`src/sv/kbt_pkg.sv`:
```
`timescale 1ns / 1ps
// ----------------------------------------------------------------------------
// kbt_pkg
// Shared types and constants of the key binding table: item field widths,
// operation and status codes, table entry layout, controller state and the
// command/status bundles between controller and datapath.
// ----------------------------------------------------------------------------
package kbt_pkg;

  localparam int FUNC_W      = 2;
  localparam int SYM_W       = 16;
  localparam int MOD_W       = 8;
  localparam int CMD_W       = 6;
  localparam int STATUS_W    = 2;
  localparam int TOT_W       = 2;
  localparam int IN_TDATA_W  = 32;
  localparam int OUT_TDATA_W = 40;
  localparam int OUT_PAD_W   = OUT_TDATA_W - (CMD_W + SYM_W + MOD_W + 1 + TOT_W);

  typedef enum logic [FUNC_W-1:0] {
    FUNC_ADD    = 2'd0,
    FUNC_LOOKUP = 2'd1,
    FUNC_LIST   = 2'd2,
    FUNC_NONE   = 2'd3
  } func_t;

  typedef enum logic [STATUS_W-1:0] {
    ST_REPLACED = 2'd0,
    ST_APPENDED = 2'd1,
    ST_FULL     = 2'd2,
    ST_QUERY    = 2'd3
  } status_t;

  typedef struct packed {
    logic [MOD_W-1:0] mods;
    logic [SYM_W-1:0] sym;
  } key_t;

  typedef struct packed {
    logic [CMD_W-1:0] cmd;
    key_t             key;
  } entry_t;

  typedef enum logic [1:0] {
    S_IDLE,
    S_SCAN,
    S_COMMIT,
    S_RESP
  } state_t;

  typedef struct packed {
    logic load;
    logic scan;
    logic commit;
    logic emit;
  } ctrl_t;

  typedef struct packed {
    logic stop;
    logic last;
    logic out_free;
  } stat_t;

endpackage

```
`src/sv/key_binding_table_unit.sv`:
```
`timescale 1ns / 1ps
// The scan reads one table entry per cycle through the single memory read port and
// ends early on a match or on an add with an out-of-range command. A new input
// item is accepted only while idle, once every result of the last item is emitted.
// Reset: synchronous, active low; clears the entry count, table contents stay
// undefined until written.
// ----------------------------------------------------------------------------
// key_binding_table_unit
// Ordered key binding table with add, lookup and list operations, built as a
// sequencing controller and a scanning datapath.
// ----------------------------------------------------------------------------
module key_binding_table_unit #(
  parameter int TABLE_DEPTH     = 64,
  parameter int MAX_PER_COMMAND = 3,
  parameter int NUM_COMMANDS    = 64
) (
  input  logic                              clk,
  input  logic                              rst_n,
  input  logic                              in_tvalid,
  output logic                              in_tready,
  // key_symbol[15:0], key_modifiers[23:16], command_code[29:24], zero pad
  input  logic [kbt_pkg::IN_TDATA_W-1:0]    in_tdata,
  // func[1:0]
  input  logic [kbt_pkg::FUNC_W-1:0]        in_tuser,
  output logic                              out_tvalid,
  input  logic                              out_tready,
  // found_command[5:0], bound_symbol[21:6], bound_modifiers[29:22],
  // binding_valid[30], binding_total[32:31], zero pad
  output logic [kbt_pkg::OUT_TDATA_W-1:0]   out_tdata,
  // status[1:0]
  output logic [kbt_pkg::STATUS_W-1:0]      out_tuser,
  output logic                              out_tlast
);
  import kbt_pkg::*;

  func_t  in_func;
  ctrl_t  ctrl;
  stat_t  stat;

  assign in_func = func_t'(in_tuser);

  kbt_ctrl u_ctrl (
    .clk       (clk),
    .rst_n     (rst_n),
    .in_tvalid (in_tvalid),
    .in_tready (in_tready),
    .in_func   (in_func),
    .stat      (stat),
    .ctrl      (ctrl)
  );

  kbt_datapath #(
    .TABLE_DEPTH     (TABLE_DEPTH),
    .MAX_PER_COMMAND (MAX_PER_COMMAND),
    .NUM_COMMANDS    (NUM_COMMANDS)
  ) u_datapath (
    .clk          (clk),
    .rst_n        (rst_n),
    .in_func      (in_func),
    .in_symbol    (in_tdata[SYM_W-1:0]),
    .in_modifiers (in_tdata[SYM_W+MOD_W-1:SYM_W]),
    .in_command   (in_tdata[SYM_W+MOD_W+CMD_W-1:SYM_W+MOD_W]),
    .ctrl         (ctrl),
    .stat         (stat),
    .out_tvalid   (out_tvalid),
    .out_tready   (out_tready),
    .out_tdata    (out_tdata),
    .out_tuser    (out_tuser),
    .out_tlast    (out_tlast)
  );

endmodule

```
`src/sv/kbt_ctrl.sv`:
```
`timescale 1ns / 1ps
// ----------------------------------------------------------------------------
// kbt_ctrl
// Operation sequencer: accept an item, run the table scan, commit the table
// update, then hand result items to the output register one at a time.
// ----------------------------------------------------------------------------
module kbt_ctrl (
  input  logic            clk,
  input  logic            rst_n,
  input  logic            in_tvalid,
  output logic            in_tready,
  input  kbt_pkg::func_t  in_func,
  input  kbt_pkg::stat_t  stat,
  output kbt_pkg::ctrl_t  ctrl
);
  import kbt_pkg::*;

  state_t state_r;
  state_t state_nxt;

  always_ff @(posedge clk) begin
    if (!rst_n) begin
      state_r <= S_IDLE;
    end else begin
      state_r <= state_nxt;
    end
  end

  always_comb begin
    state_nxt = state_r;
    ctrl      = '0;
    in_tready = 1'b0;
    case (state_r)
      S_IDLE: begin
        in_tready = 1'b1;
        if (in_tvalid && (in_func != FUNC_NONE)) begin
          ctrl.load = 1'b1;
          state_nxt = S_SCAN;
        end
      end
      S_SCAN: begin
        ctrl.scan = 1'b1;
        if (stat.stop) begin
          state_nxt = S_COMMIT;
        end
      end
      S_COMMIT: begin
        ctrl.commit = 1'b1;
        state_nxt   = S_RESP;
      end
      S_RESP: begin
        if (stat.out_free) begin
          ctrl.emit = 1'b1;
          if (stat.last) begin
            state_nxt = S_IDLE;
          end
        end
      end
      default: begin
        state_nxt = S_IDLE;
      end
    endcase
  end

endmodule

```
`src/sv/kbt_datapath.sv`:
```
`timescale 1ns / 1ps
// ----------------------------------------------------------------------------
// kbt_datapath
// Binding table memory, scan pointer with registered read, match logic,
// update plan, list collection lanes and the output register.
// ----------------------------------------------------------------------------
module kbt_datapath #(
  parameter int TABLE_DEPTH     = 64,
  parameter int MAX_PER_COMMAND = 3,
  parameter int NUM_COMMANDS    = 64
) (
  input  logic                              clk,
  input  logic                              rst_n,
  input  kbt_pkg::func_t                    in_func,
  input  logic [kbt_pkg::SYM_W-1:0]         in_symbol,
  input  logic [kbt_pkg::MOD_W-1:0]         in_modifiers,
  input  logic [kbt_pkg::CMD_W-1:0]         in_command,
  input  kbt_pkg::ctrl_t                    ctrl,
  output kbt_pkg::stat_t                    stat,
  output logic                              out_tvalid,
  input  logic                              out_tready,
  output logic [kbt_pkg::OUT_TDATA_W-1:0]   out_tdata,
  output logic [kbt_pkg::STATUS_W-1:0]      out_tuser,
  output logic                              out_tlast
);
  import kbt_pkg::*;

  localparam int AW = (TABLE_DEPTH > 1) ? $clog2(TABLE_DEPTH) : 1;
  localparam int CW = $clog2(TABLE_DEPTH + 1);
  localparam int NW = $clog2(MAX_PER_COMMAND + 1);
  localparam int LW = (MAX_PER_COMMAND > 1) ? $clog2(MAX_PER_COMMAND) : 1;

  entry_t            mem [TABLE_DEPTH];

  func_t             func_r;
  key_t              key_r;
  logic [CMD_W-1:0]  cmd_r;

  logic [CW-1:0]     addr_r;
  logic [CW-1:0]     count_r;
  logic              rd_vld_r;
  logic [AW-1:0]     rd_idx_r;
  entry_t            rd_ent_r;

  logic [NW-1:0]     seen_r;
  logic [AW-1:0]     first_r;
  logic [NW-1:0]     n_r;
  logic [NW-1:0]     k_r;
  key_t              lane_r [MAX_PER_COMMAND];

  logic              wr_en_r;
  logic              inc_r;
  logic [AW-1:0]     wr_addr_r;
  entry_t            wr_ent_r;
  status_t           status_r;
  logic [CMD_W-1:0]  found_r;

  logic              out_vld_r;
  status_t           o_status_r;
  logic [CMD_W-1:0]  o_found_r;
  key_t              o_key_r;
  logic              o_valid_r;
  logic [TOT_W-1:0]  o_total_r;
  logic              o_last_r;

  logic              cmd_ok;
  logic              more;
  logic              issue;
  logic              cmd_eq;
  logic              key_eq;
  logic              seen_full;
  logic              n_full;
  logic              scan_end;
  logic              hit;
  logic              is_list;
  logic              list_last;

  logic              plan_wr;
  logic              plan_inc;
  logic [AW-1:0]     plan_addr;
  status_t           plan_status;
  logic [CMD_W-1:0]  plan_found;

  assign cmd_ok    = (32'(cmd_r) < NUM_COMMANDS);
  assign more      = (addr_r < count_r);
  assign issue     = ctrl.scan && more;
  assign cmd_eq    = rd_vld_r && (rd_ent_r.cmd == cmd_r);
  assign key_eq    = rd_vld_r && (rd_ent_r.key == key_r);
  assign seen_full = (({1'b0, seen_r} + 1'b1) == (NW + 1)'(MAX_PER_COMMAND));
  assign n_full    = (({1'b0, n_r} + 1'b1) == (NW + 1)'(MAX_PER_COMMAND));
  assign scan_end  = !rd_vld_r && !more;
  assign is_list   = (func_r == FUNC_LIST);
  assign list_last = (n_r == '0) || (({1'b0, k_r} + 1'b1) == {1'b0, n_r});

  always_comb begin
    case (func_r)
      FUNC_ADD:    hit = !cmd_ok || (cmd_eq && seen_full) || (!cmd_eq && key_eq);
      FUNC_LOOKUP: hit = key_eq;
      FUNC_LIST:   hit = cmd_ok && cmd_eq && n_full;
      default:     hit = 1'b1;
    endcase
  end

  always_comb begin
    plan_wr     = 1'b0;
    plan_inc    = 1'b0;
    plan_addr   = rd_idx_r;
    plan_status = ST_QUERY;
    plan_found  = '0;
    case (func_r)
      FUNC_ADD: begin
        if (!cmd_ok) begin
          plan_status = ST_FULL;
        end else if (cmd_eq && seen_full) begin
          plan_wr     = 1'b1;
          plan_addr   = (seen_r == '0) ? rd_idx_r : first_r;
          plan_status = ST_REPLACED;
        end else if (!cmd_eq && key_eq) begin
          plan_wr     = 1'b1;
          plan_status = ST_REPLACED;
        end else if (count_r == CW'(TABLE_DEPTH)) begin
          plan_status = ST_FULL;
        end else begin
          plan_wr     = 1'b1;
          plan_inc    = 1'b1;
          plan_addr   = count_r[AW-1:0];
          plan_status = ST_APPENDED;
        end
      end
      FUNC_LOOKUP: begin
        if (key_eq) begin
          plan_found = rd_ent_r.cmd;
        end
      end
      default: begin
        plan_status = ST_QUERY;
      end
    endcase
  end

  assign stat.stop     = hit || scan_end;
  assign stat.last     = !is_list || list_last;
  assign stat.out_free = !out_vld_r || out_tready;

  // table memory: one write port, one registered read port
  always_ff @(posedge clk) begin
    if (ctrl.commit && wr_en_r) begin
      mem[wr_addr_r] <= wr_ent_r;
    end
    if (issue) begin
      rd_ent_r <= mem[addr_r[AW-1:0]];
      rd_idx_r <= addr_r[AW-1:0];
    end
  end

  always_ff @(posedge clk) begin
    if (!rst_n) begin
      count_r   <= '0;
      addr_r    <= '0;
      rd_vld_r  <= 1'b0;
      seen_r    <= '0;
      n_r       <= '0;
      k_r       <= '0;
      wr_en_r   <= 1'b0;
      inc_r     <= 1'b0;
      out_vld_r <= 1'b0;
    end else begin
      rd_vld_r <= issue;
      if (ctrl.load) begin
        addr_r  <= '0;
        seen_r  <= '0;
        n_r     <= '0;
        k_r     <= '0;
        wr_en_r <= 1'b0;
        inc_r   <= 1'b0;
      end
      if (issue) begin
        addr_r <= addr_r + 1'b1;
      end
      if (ctrl.scan && (func_r == FUNC_ADD) && cmd_eq) begin
        seen_r <= seen_r + 1'b1;
      end
      if (ctrl.scan && is_list && cmd_ok && cmd_eq) begin
        n_r <= n_r + 1'b1;
      end
      if (ctrl.scan && stat.stop) begin
        wr_en_r <= plan_wr;
        inc_r   <= plan_inc;
      end
      if (ctrl.commit && inc_r) begin
        count_r <= count_r + 1'b1;
      end
      if (ctrl.emit) begin
        k_r <= k_r + 1'b1;
      end
      if (ctrl.emit) begin
        out_vld_r <= 1'b1;
      end else if (out_tready) begin
        out_vld_r <= 1'b0;
      end
    end
  end

  always_ff @(posedge clk) begin
    if (ctrl.load) begin
      func_r        <= in_func;
      key_r.sym     <= in_symbol;
      key_r.mods    <= in_modifiers;
      cmd_r         <= in_command;
    end
    if (ctrl.scan && (func_r == FUNC_ADD) && cmd_eq && (seen_r == '0)) begin
      first_r <= rd_idx_r;
    end
    if (ctrl.scan && is_list && cmd_ok && cmd_eq) begin
      lane_r[n_r[LW-1:0]] <= rd_ent_r.key;
    end
    if (ctrl.scan && stat.stop) begin
      wr_addr_r    <= plan_addr;
      wr_ent_r.cmd <= cmd_r;
      wr_ent_r.key <= key_r;
      status_r     <= plan_status;
      found_r      <= plan_found;
    end
    if (ctrl.emit) begin
      o_status_r <= status_r;
      o_found_r  <= found_r;
      o_last_r   <= stat.last;
      if (is_list && (n_r != '0)) begin
        o_key_r   <= lane_r[k_r[LW-1:0]];
        o_valid_r <= 1'b1;
        o_total_r <= TOT_W'(n_r);
      end else begin
        o_key_r   <= '0;
        o_valid_r <= 1'b0;
        o_total_r <= '0;
      end
    end
  end

  assign out_tvalid = out_vld_r;
  assign out_tuser  = o_status_r;
  assign out_tlast  = o_last_r;
  assign out_tdata  = {{OUT_PAD_W{1'b0}}, o_total_r, o_valid_r, o_key_r.mods, o_key_r.sym,
                       o_found_r};

endmodule

```
`config.mk`:
```
export PLATFORM = sky130hd
export DESIGN_NAME = key_binding_table_unit
export DESIGN_NICKNAME = d
export VERILOG_FILES = /design/src/sv/kbt_pkg.sv /design/src/sv/key_binding_table_unit.sv /design/src/sv/kbt_ctrl.sv /design/src/sv/kbt_datapath.sv
export SDC_FILE = /design/constraint.sdc
export NUM_CORES = 2
export LEC_CHECK = 0
export ABC_AREA = 1
export BUFFER_PORTS_ARGS = -buffer_cell sky130_fd_sc_hd__buf_4
export CAP_MARGIN = 20
export CORE_MARGIN = 3
export CORE_UTILIZATION = 60
export DETAILED_ROUTE_END_ITERATION = 8
export GPL_ROUTABILITY_DRIVEN = 0
export PLACE_DENSITY = 0.77
export SYNTH_ARGS = -nofsm -noshare
export SYNTH_HDL_FRONTEND = slang
export SYNTH_SLANG_ARGS = --single-unit
```
`constraint.sdc`:
```
create_clock -name clk -period 4.07 [get_ports clk]
set_input_delay 0 -clock clk [delete_from_list [all_inputs] [get_ports clk]]
set_output_delay 0 -clock clk [all_outputs]
set_load 0.02 [all_outputs]
```
* Word level (Yosys, flattened, before mapping)
Memory sizes are Yosys's and may differ from the RTL's. A register that Yosys moved wholly into a read port is not among the register bits.
Index checks and enable logic that the tools add are counted.
** Word-level totals
- Register bits after elaboration :: 126
- Latch bits :: 0
- Bits in writable memories :: 1992
- Bits in read-only memories :: 0
- Input port bits :: 38
- Output and inout bits :: 45
- Logic and storage cells :: 139
- Memories kept :: 2
** Memories
- u_datapath.mem :: depth 64, width 30, rd ports 1, clocked after memory_dff 1, write ports 1, line kbt_datapath.sv:33 : entry_t mem [TABLE_DEPTH];
- u_datapath.lane_r :: depth 3, width 24, rd ports 1, clocked after memory_dff 1, write ports 1, line kbt_datapath.sv:49 : key_t lane_r [MAX_PER_COMMAND];
** Operators by class
- $add $sub $neg :: 8
- $mul :: 0
- Div/mod/pow operators :: 0
- Order comparisons :: 1
- Equality and inequality tests :: 16
- Shifts and indexed selects :: 0
- Muxes and demuxes :: 44
- Bitwise gates (word level) :: 0
- Reduce and logical (&&, ||, !) cells :: 41
** Operators with widths (count)
- $mux W6 :: 5
- $eq A24 B24 Y1 :: 1
- $mux W1 :: 24
- $mux W2 :: 11
- $logic_and A1 B1 Y1 :: 17
- $add A7 B1 Y7 const B :: 2
- $mux W7 :: 2
- $reduce_bool A2 Y1 :: 7
- $add A2 B1 Y3 const B :: 3
- $logic_not A2 Y1 :: 4
- $pmux W2 S4 :: 1
- $eq A7 B7 Y1 const B :: 1
- $lt A7 B7 Y1 :: 1
- $add A2 B1 Y2 const B :: 3
- $eq A2 B2 Y1 const B :: 3
- $eq A3 B2 Y1 const B :: 2
- $eq A6 B6 Y1 :: 1
- $logic_not A1 Y1 :: 6
- $ne A2 B2 Y1 const B :: 3
- $logic_or A1 B1 Y1 :: 5
- $eq A2 B1 Y1 const B :: 2
- $ne A2 B1 Y1 const B :: 2
- $reduce_and A4 Y1 :: 1
- $eq A3 B2 Y1 :: 1
- other kinds (2) :: 2

* Longest topological paths before layout
- Depth after elaboration :: 9
- Mapped depth :: 15
- Depth with buffers taken out :: 15

* Modules after synthesis
From an unflattened synthesis, not the netlist that was laid out.
** Second synthesis, totals
- Cells, all modules :: 6376
- Area, all modules :: 85193.0 sq um
** Modules (own cells, without submodules)
- kbt_datapath :: times used 1, cells each 6342, area each 84977.8 sq um
- kbt_ctrl :: times used 1, cells each 34, area each 215.2 sq um

* Worst setup path after synthesis
OpenSTA, ideal clock, no wires.
- Kind :: reg-to-reg
- Start point :: reg u_ctrl.state_r[0]
- End point :: reg u_datapath.addr_r[1]
- Library setup time :: 0.117 ns
- Arrival :: 3.309 ns
- Path slack :: 0.643 ns
- Stages on the path, launching flop included :: 9
- Buffers on the path :: 0
- Period minus slack after synthesis :: 3.427 ns
- Cell sequence :: dfxtp_1 inv_1 ha_1 inv_1 nor2_1 clkinv_1 nand2_1 inv_1 a32o_1
** RTL lines
- start, declared :: line kbt_ctrl.sv:18 : state_t state_r;
- start signal, assigned :: line kbt_ctrl.sv:25 : state_r <= state_nxt;
- end signal, assigned :: line kbt_datapath.sv:178 : addr_r <= addr_r + 1'b1;
- end, declared :: line kbt_datapath.sv:39 : logic [CW-1:0] addr_r;

==> metrics <==
GRT Util Overall between 30% and 40%; leakage power 31.1 nW; max-slew violation count 0; post-synthesis sequential area ratio around 77%; Arr. time, crit path 4.20 ns; First-pass DRT Iterations 6; fin crit share 84.3%; I/O Pins 83; Starting Density 60.6%; final WL 232 mm; fraction of layout cells with a size suffix above 1 9.54%; ANT nets after route 0; Distinct cells, synth 39; Remaining Overflow, GRT 0; Hold Path Class in2reg; CTS Sinks 2,172; Worst Hold Depth 5; Synth area leaders edfxtp_1, o21ai_0, nor2_1, o22ai_1, clkbuf_1; Clk pwr share 37.2%; # DRC 0; GRT met3 Usage under 10%; Max Fclk 0.292 GHz; CP required between 4 and 5 ns; Max-Cap Viols 0; asr flop ratio synth 0%; Via Count 56,000; post-synth top area share around three quarters; synthesis-stage register bit count 2,172; Internal Power 37.2 mW; first-pass GRT wire length ~340 mm; status completed; floorplan row count 137; number of DRC markers in iteration 0 9,426; Max VDD drop 0.512 mV; DP Wirelength 120 mm; busiest layer in global routing met2; largest net degree at the start of global routing about 140; vias per cell 6.59; Rel. slew slack 22.9%; clk_lat worst skew approximately 0.84 ns; Crit Path Max Fanout 17; sw frac between 20 and 25%; Yosys top cell by area edfxtp_1; synthesized cell area 84,900 µm²; GR Util met1 42.3%; Avg Inst Size Synth 13.4 µm²; CTS buffer count 198; crit path kind reg2reg; CP Launch Type flop; Final Setup Violations 0; minimum clock period between 3 and 4 ns; die width 382 µm; Synth Warn # 0; CTS tree done; vias in the first global route 53,500; Gate power share 7.2%; Core Region 140,000 µm²; Wirelength per Cell 27.3 µm; IO Port Bufs 73; met2 GRT Util 47.6%; die area 146,000 µm²; clk root buf clkbuf_16; Fin. Hold Viols 0; Seq pwr share 55.5%; Worst Reg-to-Reg Cells 12; non-filler cells, final 8,501; Switch Pwr 11.2 mW; post-CTS setup buffer count 0; TNS Setup 0 ns; placed instance count 8,064; Post-synth EDFFs around 2,100; Worst Skew between 0.03 and 0.04 ns; Area Overhead vs Synth 12.4%; Final nets between 6,000 and 7,000; critical path capture point type flop; H-Tree Depth 4; Worst-Margin Slew 1.15 ns; Clock transition at path regs 0.06 ns; CTS Buffer Depth 3; initial antenna violation count 2; RSZ-0062 raised after global routing false; Die H 382 µm; Main synth FF type edfxtp_1; pwr dens 507 nW/µm²; Syn Inst Count between 6,000 and 7,000
[metrics by stage]
stage | utilization, % | hold slack [ns] | worst slack, ns | instance area, µm² | power (mW)
floorplan | - | 0.0989 | 0.643 | 84900 | 28.8
finish | 68.1 | 0.0761 | 0.640 | 95400 | 48.4
global placement | 63.0 | 0.179 | 0.954 | 88300 | 30.4
CTS | 68.0 | 0.0180 | 0.648 | 95300 | 48.2
detailed placement | 63.1 | 0.180 | 0.912 | 88300 | 30.5
global route | 68.1 | 0.0765 | 0.403 | 95400 | 49.5
[layer usage]
metal	part of all wire (%)	wire, µm	vias to the layer above
li1	-	-	23900
met1	35	80900	27200
met2	45	105000	4229
met3	14	33000	665
met4	5.6	13100	0
met5	0	0	-
[layout make-up]
type	count	area, µm²
clock inverters	116	946
flip-flops and latches	2172	65000
clock buffers	245	5290
well taps	1876	2350
multi-input cells	3617	18000
repair buffers	347	3310
inverters	125	503
diodes	3	7.51
fillers	8893	44700
[what timing repair did]
item	CTS	global route
hold endpoints to repair	126	0
hold buffers	69	0
gates resized for setup	0	0
[synthesized netlist by cell type (all sizes together) (6+ instances only)]
master and number:
buf 166, o211ai 39, nand4 12, nor3 20, clkbuf 276, a31oi 24, or2 9, xnor2 6
o21ai 1234, nand2 234, edfxtp 2146, dfxtp 26, inv 122, o311ai 13, ha 19, o22ai 510
o221ai 74, nor2 1305, a21oi 47, nand3 48
[power by group through the flow]
stage	clock network (mW)	logic, mW	registers, mW
floorplan	0	0.707	28.1
global placement	0	2.90	27.5
detailed placement	0	3.13	27.4
CTS	18.1	3.21	27.0
global route	19.0	3.66	26.9
finish	18.0	3.51	26.9
[state kept, by name, summed over array words and instances, names as in the netlist, 2 cells and up]
signal                flops
u_datapath.n_r            2
u_datapath.wr_ent_r      30
u_datapath.o_found_r      6
u_datapath.k_r            2
u_datapath.cmd_r          6
u_datapath.o_total_r      2
u_datapath.found_r        6
u_datapath.out_tdata     24
u_datapath.mem         1920
u_datapath.status_r       2
u_datapath.rd_idx_r       6
u_datapath.lane_r        72
u_ctrl.state_r            2
u_datapath.key_r         24
u_datapath.addr_r         7
u_datapath.wr_addr_r      6
u_datapath.first_r        6
u_datapath.out_tuser      2
u_datapath.func_r         2
u_datapath.count_r        7
u_datapath.rd_ent_r      30
u_datapath.seen_r         2
[cells by family (layout without fill, tap and decap cells)]
logic type | Yosys count | count (layout) | share of synthesized area (%)
buffers and inverters | 567 | 833 | 2.88
xor gates and xnor gates | 9 | 9 | 0.0929
AOI/OAI and AO/OA | 1949 | 1949 | 12.8
and+or+nand+nor | 1633 | 1633 | 7.41
other | 1 | 10 | 0.00442
DFF | 2172 | 2172 | 76.5
adders and majority gates | 19 | 19 | 0.280
[critical path: stages, from the launching register on]
cell	delay (ns)
dfxtp_1	0.35
inv_1	0.12
ha_1	0.24
nor2_1	0.57
buf_4	0.34
nand2_1	0.09
a21oi_1	0.20
a21oi_1	0.12
nand3b_1	0.11
nand2_1	0.05
dlygate4sd3_1	0.56
nor2_1	0.08
dlygate4sd3_1	0.54
[cells in the final DEF, fill, tap and decap left out, types with 47 or more instances in the layout]
cell type	netlist	final
inv_1	120	116
a21oi_1	47	47
o221ai_1	74	74
nor2_1	1305	1236
clkbuf_16	0	205
o21ai_1	133	133
o21ai_0	1101	1101
dlygate4sd3_1	0	69
clkinv_1	3	55
buf_4	26	240
o22ai_1	510	510
nor2_4	0	66
edfxtp_1	2146	2146
nand2_1	234	234
nand3_1	48	48
[worst paths after layout]
path                                             from                      end  slack [ns]
worst max register to register      u_datapath.n_r[0]        u_ctrl.state_r[1]        0.64
worst max-delay path                u_datapath.n_r[0]        u_ctrl.state_r[1]        0.64
worst min register to register  u_datapath.found_r[2]  u_datapath.o_found_r[2]        0.42
worst min-delay path                       out_tready    u_datapath.out_tvalid        0.08
Power figures use the tool's default switching activity.
